[config.mk]
export PLATFORM = sky130hd
export DESIGN_NAME = rounded_panel_overlay_compositor
export DESIGN_NICKNAME = d
export VERILOG_FILES = /design/src/hw/rtl/rpoc_pkg.sv /design/src/hw/rtl/rpoc_geom.sv /design/src/hw/rtl/rpoc_shade.sv /design/src/hw/rtl/rpoc_pack.sv /design/src/hw/rtl/rounded_panel_overlay_compositor.sv
export SDC_FILE = /design/constraint.sdc
export NUM_CORES = 1
export LEC_CHECK = 0
export BUFFER_PORTS_ARGS = -buffer_cell sky130_fd_sc_hd__buf_2
export CORE_ASPECT_RATIO = 2
export CORE_MARGIN = 2
export CORE_UTILIZATION = 39
export CTS_BUF_LIST = sky130_fd_sc_hd__clkbuf_4
export CTS_CLUSTER_SIZE = 8
export DETAILED_ROUTE_END_ITERATION = 7
export GPL_TIMING_DRIVEN = 0
export MAX_ROUTING_LAYER = met4
export PLACE_DENSITY = 0.62
export SYNTH_ARGS = -nofsm -noshare
export SYNTH_HDL_FRONTEND = slang
export SYNTH_HIERARCHICAL = 1
export SYNTH_SLANG_ARGS = --single-unit
[constraint.sdc]
create_clock -name clk -period 6.3 [get_ports clk]
set_input_delay 1.575 -clock clk [delete_from_list [all_inputs] [get_ports clk]]
set_output_delay 1.575 -clock clk [all_outputs]
set_load 0.03 [all_outputs]
[src/hw/rtl/rpoc_pkg.sv]
`timescale 1ns / 1ps
`default_nettype none
package rpoc_pkg;

	localparam int COORD_BITS  = 12;
	localparam int SPAN_BITS   = COORD_BITS + 1;
	localparam int CORNER_SIZE = 8;
	localparam int EDGE_WIDTH  = 2;
	localparam int TITLE_ROWS  = 4;

	localparam logic [7:0] ALPHA_FG = 8'd155;
	localparam logic [8:0] ALPHA_BG = 9'd256 - 9'(ALPHA_FG);

	localparam logic [23:0] COLOR_BODY  = 24'h04080F;
	localparam logic [23:0] COLOR_TITLE = 24'h070F1C;
	localparam logic [23:0] COLOR_EDGE  = 24'h33CCFF;

	typedef logic [COORD_BITS-1:0] coord_t;
	typedef logic [SPAN_BITS-1:0]  span_t;
	typedef logic [23:0]           rgb_t;
	typedef logic [4:0]            shift_t;

	// geometry of one pixel relative to the panel
	typedef struct packed {
		logic   in_panel;
		logic   title;
		coord_t nx;
		coord_t ny;
	} geom_t;

	// (bg*(256-a) + fg*a) >> 8, truncated
	function automatic logic [7:0] blend_channel(input logic [7:0] bg, input logic [7:0] fg);
		logic [16:0] acc;
		acc = 17'(bg * ALPHA_BG) + 17'(fg * ALPHA_FG);
		return acc[15:8];
	endfunction

endpackage
`default_nettype wire

[src/hw/rtl/rpoc_geom.sv]
`timescale 1ns / 1ps
`default_nettype none
module rpoc_geom (
	input  wire logic            clk,
	input  wire logic            en_s1,
	input  wire logic            en_s2,
	input  wire rpoc_pkg::coord_t pixel_x,
	input  wire rpoc_pkg::coord_t pixel_y,
	input  wire rpoc_pkg::coord_t panel_left,
	input  wire rpoc_pkg::coord_t panel_top,
	input  wire rpoc_pkg::span_t  panel_width,
	input  wire rpoc_pkg::span_t  panel_height,
	output rpoc_pkg::geom_t       geom_s2
);
	import rpoc_pkg::*;

	coord_t dx;
	coord_t dy;
	logic   in_rect;
	logic   inside_s1;
	coord_t dx_s1;
	coord_t dy_s1;
	span_t  rx;
	span_t  ry;

	// stage 1: offsets and rectangle test, no wrap
	always_comb begin
		dx = pixel_x - panel_left;
		dy = pixel_y - panel_top;
		in_rect = (pixel_x >= panel_left) && (pixel_y >= panel_top) &&
			({1'b0, dx} < panel_width) && ({1'b0, dy} < panel_height);
	end

	always_ff @(posedge clk) begin
		if (en_s1) begin
			inside_s1 <= in_rect;
			dx_s1     <= dx;
			dy_s1     <= dy;
		end
	end

	// stage 2: distance to the nearest edge on each axis
	always_comb begin
		rx = panel_width - SPAN_BITS'(1) - {1'b0, dx_s1};
		ry = panel_height - SPAN_BITS'(1) - {1'b0, dy_s1};
	end

	always_ff @(posedge clk) begin
		if (en_s2) begin
			geom_s2.in_panel <= inside_s1;
			geom_s2.title    <= (dy_s1 < COORD_BITS'(TITLE_ROWS));
			geom_s2.nx       <= ({1'b0, dx_s1} < rx) ? dx_s1 : rx[COORD_BITS-1:0];
			geom_s2.ny       <= ({1'b0, dy_s1} < ry) ? dy_s1 : ry[COORD_BITS-1:0];
		end
	end

endmodule
`default_nettype wire

[src/hw/rtl/rpoc_shade.sv]
`timescale 1ns / 1ps
`default_nettype none
module rpoc_shade (
	input  wire logic            clk,
	input  wire logic            en_s3,
	input  wire rpoc_pkg::geom_t geom_s2,
	input  wire rpoc_pkg::rgb_t  wallpaper_s2,
	output rpoc_pkg::rgb_t       color_s3,
	output logic                 hit_s3
);
	import rpoc_pkg::*;

	rgb_t        fg;
	rgb_t        mixed;
	logic [SPAN_BITS-1:0] corner_sum;
	logic        drawn;
	logic        edge_px;

	always_comb begin
		fg = geom_s2.title ? COLOR_TITLE : COLOR_BODY;
		mixed = {blend_channel(wallpaper_s2[23:16], fg[23:16]),
			blend_channel(wallpaper_s2[15:8], fg[15:8]),
			blend_channel(wallpaper_s2[7:0], fg[7:0])};
		corner_sum = {1'b0, geom_s2.nx} + {1'b0, geom_s2.ny};
		// corner triangles stay transparent
		drawn = geom_s2.in_panel && (corner_sum >= SPAN_BITS'(CORNER_SIZE));
		edge_px = (geom_s2.nx < COORD_BITS'(EDGE_WIDTH)) ||
			(geom_s2.ny < COORD_BITS'(EDGE_WIDTH));
	end

	always_ff @(posedge clk) begin
		if (en_s3) begin
			hit_s3 <= drawn;
			if (!drawn) begin
				color_s3 <= wallpaper_s2;
			end else if (edge_px) begin
				color_s3 <= COLOR_EDGE;
			end else begin
				color_s3 <= mixed;
			end
		end
	end

endmodule
`default_nettype wire

[src/hw/rtl/rpoc_pack.sv]
`timescale 1ns / 1ps
`default_nettype none
module rpoc_pack (
	input  wire logic             clk,
	input  wire logic             en_s4,
	input  wire logic             rgb565,
	input  wire rpoc_pkg::shift_t red_shift,
	input  wire rpoc_pkg::shift_t green_shift,
	input  wire rpoc_pkg::shift_t blue_shift,
	input  wire rpoc_pkg::rgb_t   color_s3,
	input  wire logic             hit_s3,
	output logic [31:0]           word_s4,
	output logic                  hit_s4
);
	import rpoc_pkg::*;

	logic [31:0] word;

	always_comb begin
		if (rgb565) begin
			word = {16'd0, color_s3[23:19], color_s3[15:10], color_s3[7:3]};
		end else begin
			// bytes shifted past bit 31 lose their top bits
			word = ({24'd0, color_s3[23:16]} << red_shift) |
				({24'd0, color_s3[15:8]} << green_shift) |
				({24'd0, color_s3[7:0]} << blue_shift);
		end
	end

	always_ff @(posedge clk) begin
		if (en_s4) begin
			word_s4 <= word;
			hit_s4  <= hit_s3;
		end
	end

endmodule
`default_nettype wire

[src/hw/rtl/rounded_panel_overlay_compositor.sv]
`timescale 1ns / 1ps
`default_nettype none
// Rounded panel overlay compositor: one screen pixel (x, y, RGB888 wallpaper)
// in, one packed framebuffer word out. Pixels outside the panel rectangle, or
// in its four cut corners (nearest-edge distances nx+ny below the corner
// size), pass the wallpaper through with panel_hit low. Inside, the outer
// two rows and columns take the border color, the rest is the wallpaper
// blended at 155/256 with the title color (first four rows) or body color.
// The word is RGB565 or a 32 bpp word with programmable byte offsets; bits
// no byte covers are zero. Throughput is one pixel per clock unless out_stall
// holds the pipe; there are four register stages (rectangle test, edge
// distances, blend/classify, pack). Each stage holds only when the stage
// after it is full and held, so bubbles are squeezed out and an input
// transfer is still taken while a result waits on out_stall if some stage
// is empty. Configuration registers are written through cfg_valid/cfg_ready
// (always ready) and must only change while no pixel is in flight.
module rounded_panel_overlay_compositor (
	input  wire logic             clk,
	input  wire logic             arst_n,
	input  wire logic             in_valid,
	output logic                  in_stall,
	input  wire rpoc_pkg::coord_t pixel_x,
	input  wire rpoc_pkg::coord_t pixel_y,
	input  wire rpoc_pkg::rgb_t   wallpaper_rgb,
	output logic                  out_valid,
	input  wire logic             out_stall,
	output logic [31:0]           fb_word,
	output logic                  panel_hit,
	input  wire logic             cfg_valid,
	output logic                  cfg_ready,
	input  wire logic [2:0]       cfg_index,
	input  wire logic [31:0]      cfg_data
);
	import rpoc_pkg::*;

	typedef enum logic [2:0] {
		REG_PANEL_LEFT   = 3'd0,
		REG_PANEL_TOP    = 3'd1,
		REG_PANEL_WIDTH  = 3'd2,
		REG_PANEL_HEIGHT = 3'd3,
		REG_OUT_FORMAT   = 3'd4,
		REG_RED_SHIFT    = 3'd5,
		REG_GREEN_SHIFT  = 3'd6,
		REG_BLUE_SHIFT   = 3'd7
	} cfg_reg_t;

	// configuration
	coord_t panel_left_q;
	coord_t panel_top_q;
	span_t  panel_width_q;
	span_t  panel_height_q;
	logic   rgb565_q;
	shift_t red_shift_q;
	shift_t green_shift_q;
	shift_t blue_shift_q;

	// pipeline control
	logic valid_s1, valid_s2, valid_s3, valid_s4;
	logic en_s1, en_s2, en_s3, en_s4;

	// wallpaper rides alongside the geometry
	rgb_t  wallpaper_s1;
	rgb_t  wallpaper_s2;
	geom_t geom_s2;
	rgb_t  color_s3;
	logic  hit_s3;

	assign cfg_ready = 1'b1;

	always_ff @(posedge clk or negedge arst_n) begin
		if (!arst_n) begin
			panel_left_q   <= '0;
			panel_top_q    <= '0;
			panel_width_q  <= '0;
			panel_height_q <= '0;
			rgb565_q       <= 1'b0;
			red_shift_q    <= shift_t'(16);
			green_shift_q  <= shift_t'(8);
			blue_shift_q   <= shift_t'(0);
		end else if (cfg_valid && cfg_ready) begin
			case (cfg_reg_t'(cfg_index))
				REG_PANEL_LEFT:   panel_left_q   <= cfg_data[COORD_BITS-1:0];
				REG_PANEL_TOP:    panel_top_q    <= cfg_data[COORD_BITS-1:0];
				REG_PANEL_WIDTH:  panel_width_q  <= cfg_data[SPAN_BITS-1:0];
				REG_PANEL_HEIGHT: panel_height_q <= cfg_data[SPAN_BITS-1:0];
				REG_OUT_FORMAT:   rgb565_q       <= cfg_data[0];
				REG_RED_SHIFT:    red_shift_q    <= cfg_data[4:0];
				REG_GREEN_SHIFT:  green_shift_q  <= cfg_data[4:0];
				REG_BLUE_SHIFT:   blue_shift_q   <= cfg_data[4:0];
				default: ;
			endcase
		end
	end

	// a stage loads when it is empty or its content moves on
	assign en_s4 = !valid_s4 || !out_stall;
	assign en_s3 = !valid_s3 || en_s4;
	assign en_s2 = !valid_s2 || en_s3;
	assign en_s1 = !valid_s1 || en_s2;

	assign in_stall  = !en_s1;
	assign out_valid = valid_s4;

	always_ff @(posedge clk or negedge arst_n) begin
		if (!arst_n) begin
			valid_s1 <= 1'b0;
			valid_s2 <= 1'b0;
			valid_s3 <= 1'b0;
			valid_s4 <= 1'b0;
		end else begin
			if (en_s1) valid_s1 <= in_valid;
			if (en_s2) valid_s2 <= valid_s1;
			if (en_s3) valid_s3 <= valid_s2;
			if (en_s4) valid_s4 <= valid_s3;
		end
	end

	always_ff @(posedge clk) begin
		if (en_s1) wallpaper_s1 <= wallpaper_rgb;
		if (en_s2) wallpaper_s2 <= wallpaper_s1;
	end

	rpoc_geom u_geom (
		.clk          (clk),
		.en_s1        (en_s1),
		.en_s2        (en_s2),
		.pixel_x      (pixel_x),
		.pixel_y      (pixel_y),
		.panel_left   (panel_left_q),
		.panel_top    (panel_top_q),
		.panel_width  (panel_width_q),
		.panel_height (panel_height_q),
		.geom_s2      (geom_s2)
	);

	rpoc_shade u_shade (
		.clk          (clk),
		.en_s3        (en_s3),
		.geom_s2      (geom_s2),
		.wallpaper_s2 (wallpaper_s2),
		.color_s3     (color_s3),
		.hit_s3       (hit_s3)
	);

	rpoc_pack u_pack (
		.clk         (clk),
		.en_s4       (en_s4),
		.rgb565      (rgb565_q),
		.red_shift   (red_shift_q),
		.green_shift (green_shift_q),
		.blue_shift  (blue_shift_q),
		.color_s3    (color_s3),
		.hit_s3      (hit_s3),
		.word_s4     (fb_word),
		.hit_s4      (panel_hit)
	);

endmodule
`default_nettype wire

==> results.cfg, run 1 <==
[clock_tree]
clock_sinks = 227
cts_made_buffers = 53
clkTransAtPathRegs_ns = 0.08
tritoncts = done
hold_buffers = 0
cts_root_buf = clkbuf_4
h-tree-depth = 2
clk_latency_ns = 0.75
cts_buffer_depth = 3

[logic_synthesis]
synth_edf_count = 157
avgSynthCellArea_um2 = 10.61
synthTopCellsByArea = edfxtp_1 26%, ha_1 17%, dfrtp_1 9.3%
yosysTopAreaCell = edfxtp_1
synth_fa_ha_area_frac = 0.2217
synth-seq-cells = 227
yosysSeqAreaShare = 0.3548
synth_top_family_by_area = adder cells
ys_types = 97
async_flop_share = 0.3084
ys.flop_type = edfxtp_1
netlist_instances = 1719
syn_nets = 2100
ys_warn_count = 6
synth-simple-area-share = 0.09862
synth_compound_area_frac = 0.1360
synth_top_area_share = 0.2586
synth-xor-area-share = 0.03075
synthesis.area_um2 = 18230
muxShareOfSynthArea = 0.09313

[layout]
final_nets = 2266
final_cell_mix = 243 x ha_1, 230 x inv_1, 157 x edfxtp_1, 111 x buf_2, 88 x a21oi_1
layout_commonest_cell = ha_1
final_area_um2 = 20410
area_growth_pct = 11.97
fin_cells = 2558
drive_gt1_frac = 0.1803

[power_and_ir_drop]
leakagePower_nw = 9.285
p_comb_frac = 0.629
power_density_nw_per_um2 = 522.0
p_clk_frac = 0.124
power_mw = 10.66
peakVddDrop_mv = 0.2677
seqPwrFrac = 0.247
p_sw_mw = 4.798
intPower_mw = 5.857
swShare = 0.4503

[die]
chipHeight_um = 309.8
fp.dieArea_um2 = 48600
io_pins = 124
dieWidth_um = 156.9
initial_utilization = 0.3930
rows = 112
coreArea_um2 = 46380

[timing]
worst_pin_slew_ns = 1.252
finalSetupViolCount = 0
relSlewSlack = 0.1627
fin_setup_tns_ns = 0
slew_violations = 0
hold_violations = 0
holdWs_ns = 0.4109
period_share = 0.9295
period_needed_ns = 5.856
grt_setup_unrepaired = false
finClkSkew_ns = 0.05321
max_freq_ghz = 0.1708

[drt]
drtAntennaViolNets = 0
drt-initial-drc-count = 870
dr_wl_met2_um = 20460
drt-total-wl_um = 43880
first_pass_iters = 6
wl_met1_um = 19820
drc = 0
vias_per_cell = 5.247
met3_length_um = 1664
routedWlPerCell_um = 17.16
top_layer = met4
num_vias = 13422

[grt]
grt_pass1_vias = 13180
grt_pass1_wl_um = 70010
track_usage = 0.1881
grt_max_degree = 60
grt_antenna_before_repair = 1
grt_overflow = 0

[hold_path]
hp-start = wallpaper_s1[7]
hold_end = wallpaper_s2[7]
hold_class = flip-flop to flip-flop
holdPathStages = 0

[critical_path]
r2r_end = u_shade/color_s3[14]
cp-start-kind = flip-flop
crit_fanout = 5
crit_start = wallpaper_s2[13]
worstPathRequired_ns = 6.79
endpoint_kind = flip-flop
rrSetupSlack_ns = 0.44
path_class = flip-flop to flip-flop
reg2regPathDepth = 19
reg2reg_from = wallpaper_s2[13]
crit_arrival_ns = 6.34

[status]
outcome = completed

[placed_design]
dp_hpwl_um = 35010
place_inst = 2454
gp_congestion = 0.9612
placed_area_um2 = 19620
io_buffers = 103

[run]
maxCapViolCount = 0
-- state kept, by name, indices dropped and copies added, names as in the netlist --
register,flops
valid_s1,1
u_shade/color_s3,24
panel_height_q,13
u_geom/geom_s2,26
blue_shift_q,5
panel_left_q,12
valid_s3,1
red_shift_q,5
rgb565_q,1
u_geom/dy_s1,12
panel_top_q,12
panel_width_q,13
wallpaper_s1,24
out_valid,1
u_pack/word_s4,32
u_geom/dx_s1,12
valid_s2,1
u_shade/hit_s3,1
u_geom/inside_s1,1
green_shift_q,5
u_pack/hit_s4,1
wallpaper_s2,24
-- synth_stat cells (7+ instances only) --
cell type  number
fa_1           50
o211ai_1       10
a2111oi_0       9
mux4_2          8
o21ai_1        24
and3_1          7
mux2i_1        41
a21oi_1        88
xor2_1         27
o22ai_1        16
mux2_4         22
nor2_1         80
a22oi_1        16
buf_2           9
nand2_1        70
a21o_1         20
or3_1           7
edfxtp_1      157
dfrtp_1        68
mux2_1         10
ha_1          243
mux2_2         59
buf_6          11
o21bai_1       10
nand4_1        20
nor4_1         12
o21a_1         18
clkbuf_1       23
a211oi_1       14
nor2b_1        19
o21ai_0        47
inv_1         230
nor3_1         30
a31oi_1        23
nand2b_1       26
nand3_1        30
xnor2_1        37
-- stage by stage --
| stage | setup slack [ns] | utilization |
|---|---|---|
| finish | 0.4444 | 0.4401 |
| detailed placement | 0.2912 | 0.4231 |
| CTS | 0.2593 | 0.4396 |
| global placement | 0.1434 | 0.4211 |
| floorplan | 0.5806 | - |
| global route | 0.2164 | 0.4401 |
-- logic make-up (layout without fill, tap and decap cells) --
kind of cell	Yosys count	in the layout
other cells	1	2
flops	227	227
xor+xnor	64	64
compound gates	368	368
mux	140	140
fa+ha+maj	293	293
simple gates	342	342
buf+inv	284	495
-- power groups by stage --
stage | combinational [mW] | clock [mW] | sequential [mW]
after detailed placement | 6.65 | 0 | 2.67
after global placement | 6.57 | 0 | 2.67
after CTS | 6.69 | 1.37 | 2.64
after floorplan | 5.08 | 0 | 2.65
after global routing | 7.59 | 1.43 | 2.70
final | 6.70 | 1.32 | 2.64
-- what timing repair did --
item / CTS / global route
setup endpoints to repair: 0 / 1
setup buffers: 0 / 3
resized for setup: 0 / 0
hold endpoints to repair: 0 / 0
-- layer usage --
layer | global-route usage | vias to the layer above
li1 | - | 6627
met1 | 0.2434 | 6338
met2 | 0.2986 | 358
met3 | 0.01872 | 99
met4 | 0.08364 | 0
met5 | - | -
-- worst max path at each step --
stage	end	slack, ns	depth (start not counted)
floorplan	in_stall	0.58	2
detailed placement	u_shade/color_s3[14]	0.29	19
global placement	in_stall	0.14	4
finish	u_shade/color_s3[14]	0.44	19
CTS	u_shade/color_s3[14]	0.26	19
global route	u_shade/color_s3[7]	0.22	19
-- critical path: stages, from the launching register on --
cell,delay (ns)
edfxtp_1,0.51
ha_1,0.35
ha_1,0.27
inv_1,0.05
fa_1,0.47
fa_1,0.49
inv_1,0.06
fa_1,0.52
inv_1,0.05
fa_1,0.53
inv_1,0.06
ha_1,0.20
a2111oi_0,0.44
o21ai_0,0.27
a31oi_1,0.39
o211ai_1,0.18
and3_1,0.21
or3_1,0.31
a21oi_1,0.15
a21oi_1,0.08
-- cell type report --
| type | instances | area, um2 |
|---|---|---|
| plain buffers | 50 | 304.0 |
| well taps | 627 | 784.5 |
| repair buffers | 111 | 620.6 |
| clock buffers | 79 | 593.1 |
| flip-flops and latches | 227 | 6469 |
| multi-input cells | 1208 | 10590 |
| fillers | 4488 | 25970 |
| inverters | 234 | 878.3 |
| clock inverters | 21 | 171.4 |
| diodes | 1 | 2.502 |
(Power assumes the default switching activity.)
==> run 2, diff against run 1 <==
SYNTH_HIERARCHICAL = unset   (was 1)
==> run 2 against run 1 <==
- synthesized area is 3.6% lower
- global-route usage rose by 0.23 points
- critical path depth is 2 lower
- critical endpoint is now u_shade.color_s3[15]
==> results.cfg, run 2 <==
[timing]
finClkSkew_ns = 0.05697
period_needed_ns = 5.741
fin_setup_tns_ns = 0
max_freq_ghz = 0.1742
grt_setup_unrepaired = false
worst_pin_slew_ns = 1.365
period_share = 0.9113
slew_violations = 0
worst_slack_ns = 0.5591
relSlewSlack = 0.08825
finalSetupViolCount = 0
hold_violations = 0

[logic_synthesis]
netlist_instances = 1732
synth-xor-area-share = 0.02940
muxShareOfSynthArea = 0.07594
syn_nets = 2113
synth-simple-area-share = 0.1085
yosysTopAreaCell = edfxtp_1
async_flop_share = 0.3084
synthesis.area_um2 = 17580
ys.flop_type = edfxtp_1
synth-seq-cells = 227
synthTopCellsByArea = edfxtp_1 27%, ha_1 17%, dfrtp_1 9.7%
yosysSeqAreaShare = 0.3680
ys_warn_count = 0
synth_top_family_by_area = adder cells
synthTopCellsByCount = 242 x ha_1, 232 x inv_1, 157 x edfxtp_1, 117 x nand2_1, 115 x nor2_1
synth_top_area_share = 0.2682
ys_types = 77
synth_fa_ha_area_frac = 0.2303
avgSynthCellArea_um2 = 10.15
synth_compound_area_frac = 0.1262
synth_most_common_cell = ha_1
synth_edf_count = 157

[grt]
grt_pass1_wl_um = 68990
grt_antenna_before_repair = 1
grt_pass1_vias = 13140
track_usage = 0.1904
grt_overflow = 0
grt_max_degree = 55

[critical_path]
path_class = flip-flop to flip-flop
crit_path_frequent_cell = inv_1
endpoint_kind = flip-flop
reg2regPathDepth = 17
crit_arrival_ns = 6.24
slowest_delay_ns = 0.55
reg2reg_from = u_geom.geom_s2[24]
cp-start-kind = flip-flop
rrSetupSlack_ns = 0.56
path_cells = clkbuf_1, inv_1, ha_1, xnor2_1, fa_1, inv_1, fa_1, inv_1, fa_1, inv_1, ha_1, o41ai_2, o21ai_0, or4_1, o2111ai_1, nand2_1, mux2_4
crit_path_top_delay_cell = fa_1
crit_fanout = 7
worstPathRequired_ns = 6.80
r2r_end = u_shade.color_s3[15]

[drt]
drt-total-wl_um = 42540
routedWlPerCell_um = 17.02
drtAntennaViolNets = 0
first_pass_iters = 5
num_vias = 13075
vias_per_cell = 5.232
drt-initial-drc-count = 706
drc = 0

[clock_tree]
clk_latency_ns = 0.77
clkTransAtPathRegs_ns = 0.07
cts_made_buffers = 53
tritoncts = done
cts_root_buf = clkbuf_4
cts_buffer_depth = 3
clock_sinks = 227
h-tree-depth = 2

[layout]
final_area_um2 = 19640
largest_reg_flops = 32
layout_commonest_cell = ha_1
largest_register = u_pack.word_s4
final_cell_mix = 242 x ha_1, 232 x inv_1, 157 x edfxtp_1, 115 x nor2_1, 115 x nand2_1
drive_gt1_frac = 0.1476
area_growth_pct = 11.72
final_nets = 2276
largestRegisters = u_pack.word_s4 (32), u_geom.geom_s2 (26)
num-fill-cells = 4284
final_util = 0.4391

[power_and_ir_drop]
power_mw = 10.46
peakVddDrop_mv = 0.3948
p_sw_mw = 4.704
p_clk_frac = 0.122
seqPwrFrac = 0.244
power_density_nw_per_um2 = 532.8
intPower_mw = 5.760
leakagePower_nw = 9.146
p_comb_frac = 0.633
swShare = 0.4495

[die]
chipHeight_um = 304.3
initial_utilization = 0.3930
io_pins = 124
fp.dieArea_um2 = 46890
rows = 110
coreArea_um2 = 44730
dieWidth_um = 154.1

[run]
maxCapViolCount = 0

[placed_design]
gp_congestion = 0.9635
placed_area_um2 = 18890
place_ws_ns = -0.1224
io_buffers = 102
dp_hpwl_um = 33810

[status]
outcome = completed

[hold_path]
hold_end = wallpaper_s2[21]
hold_class = flip-flop to flip-flop
hp-start = wallpaper_s1[21]
holdPathStages = 0
[run 2: cell count changes in the layout (fill, tap and decap cells not counted), sizes merged, moves of 14 or more]
cell,previous run,this run
o21ai,71,88
mux2,91,67
nand2,70,117
mux2i,41,55
buf,138,117
nor2,80,115
[run 2: worst max-delay path: cells and delay by family, from the launching register on]
family          cells  cell delay (ns)
fa+ha+maj           5             2.25
flops               1             0.49
buf+inv             5             0.93
compound gates      3             0.90
xor+xnor            1             0.15
mux                 1             0.26
simple gates        2             0.50
[run 2: area by class of cell]
| class | count | area, um2 | area share |
|---|---|---|---|
| timing repair buffer | 108 | 603.1 | 0.03071 |
| buffer | 46 | 197.7 | 0.01007 |
| clock buffer | 72 | 540.5 | 0.02752 |
| antenna | 1 | 2.502 | 0.0001274 |
| clock inverter | 26 | 188.9 | 0.009620 |
| inverter | 235 | 882.1 | 0.04491 |
| sequential | 227 | 6469 | 0.3294 |
| multi-input combinational | 1224 | 10060 | 0.5120 |
| tap | 560 | 700.7 | 0.03568 |
[run 2: metal layers]
layer	vias to the layer above	wire length, um	GRT usage
li1	6514	-	-
met1	6092	19210	0.2442
met2	363	19410	0.2968
met3	106	1894	0.02449
met4	0	2032	0.09433
met5	-	0	-
[run 2: worst max path at each step]
stage | start | to | slack, ns
3_5_place_dp | u_geom.geom_s2[24] | u_shade.color_s3[15] | -0.12
2_1_floorplan | u_geom.geom_s2[24] | u_shade.color_s3[15] | 1.02
6_report | u_geom.geom_s2[24] | u_shade.color_s3[15] | 0.56
5_1_grt | u_geom.geom_s2[24] | u_shade.color_s3[15] | 0.17
3_3_place_gp | u_geom.geom_s2[24] | u_shade.color_s3[15] | 0.01
4_1_cts | u_geom.geom_s2[24] | u_shade.color_s3[15] | 0.15
[run 2: cells by family after synthesis]
kind of cell               after synthesis
and+or+nand+nor                        406
xor gates and xnor gates                59
muxes                                  122
AOI/OAI and AO/OA                      343
buffers and inverters                  281
adders and majority gates              293
other                                    1
DFF                                    227
[run 2: what timing repair did]
item,in CTS,in global routing
cloned,0,0
endpoints found under the setup margin,2,1
hold buffers,0,0
resized for setup,1,0
buffers inserted,0,2
[run 2: power groups by stage]
stage	Clock (mW)	Combinational [mW]	Sequential [mW]
after floorplan	0	5.01	2.61
after global placement	0	6.50	2.58
after detailed placement	0	6.58	2.59
after CTS	1.34	6.65	2.56
after global routing	1.40	7.58	2.61
final	1.28	6.63	2.56
[run 2: metrics by stage]
| step | instances | hold WS (ns) |
|---|---|---|
| floorplan | 1732 | 0.4003 |
| global placement | 2394 | 0.4018 |
| detailed placement | 2398 | 0.4054 |
| CTS | 2496 | 0.4070 |
| global route | 2499 | 0.4233 |
| finish | 2499 | 0.3905 |
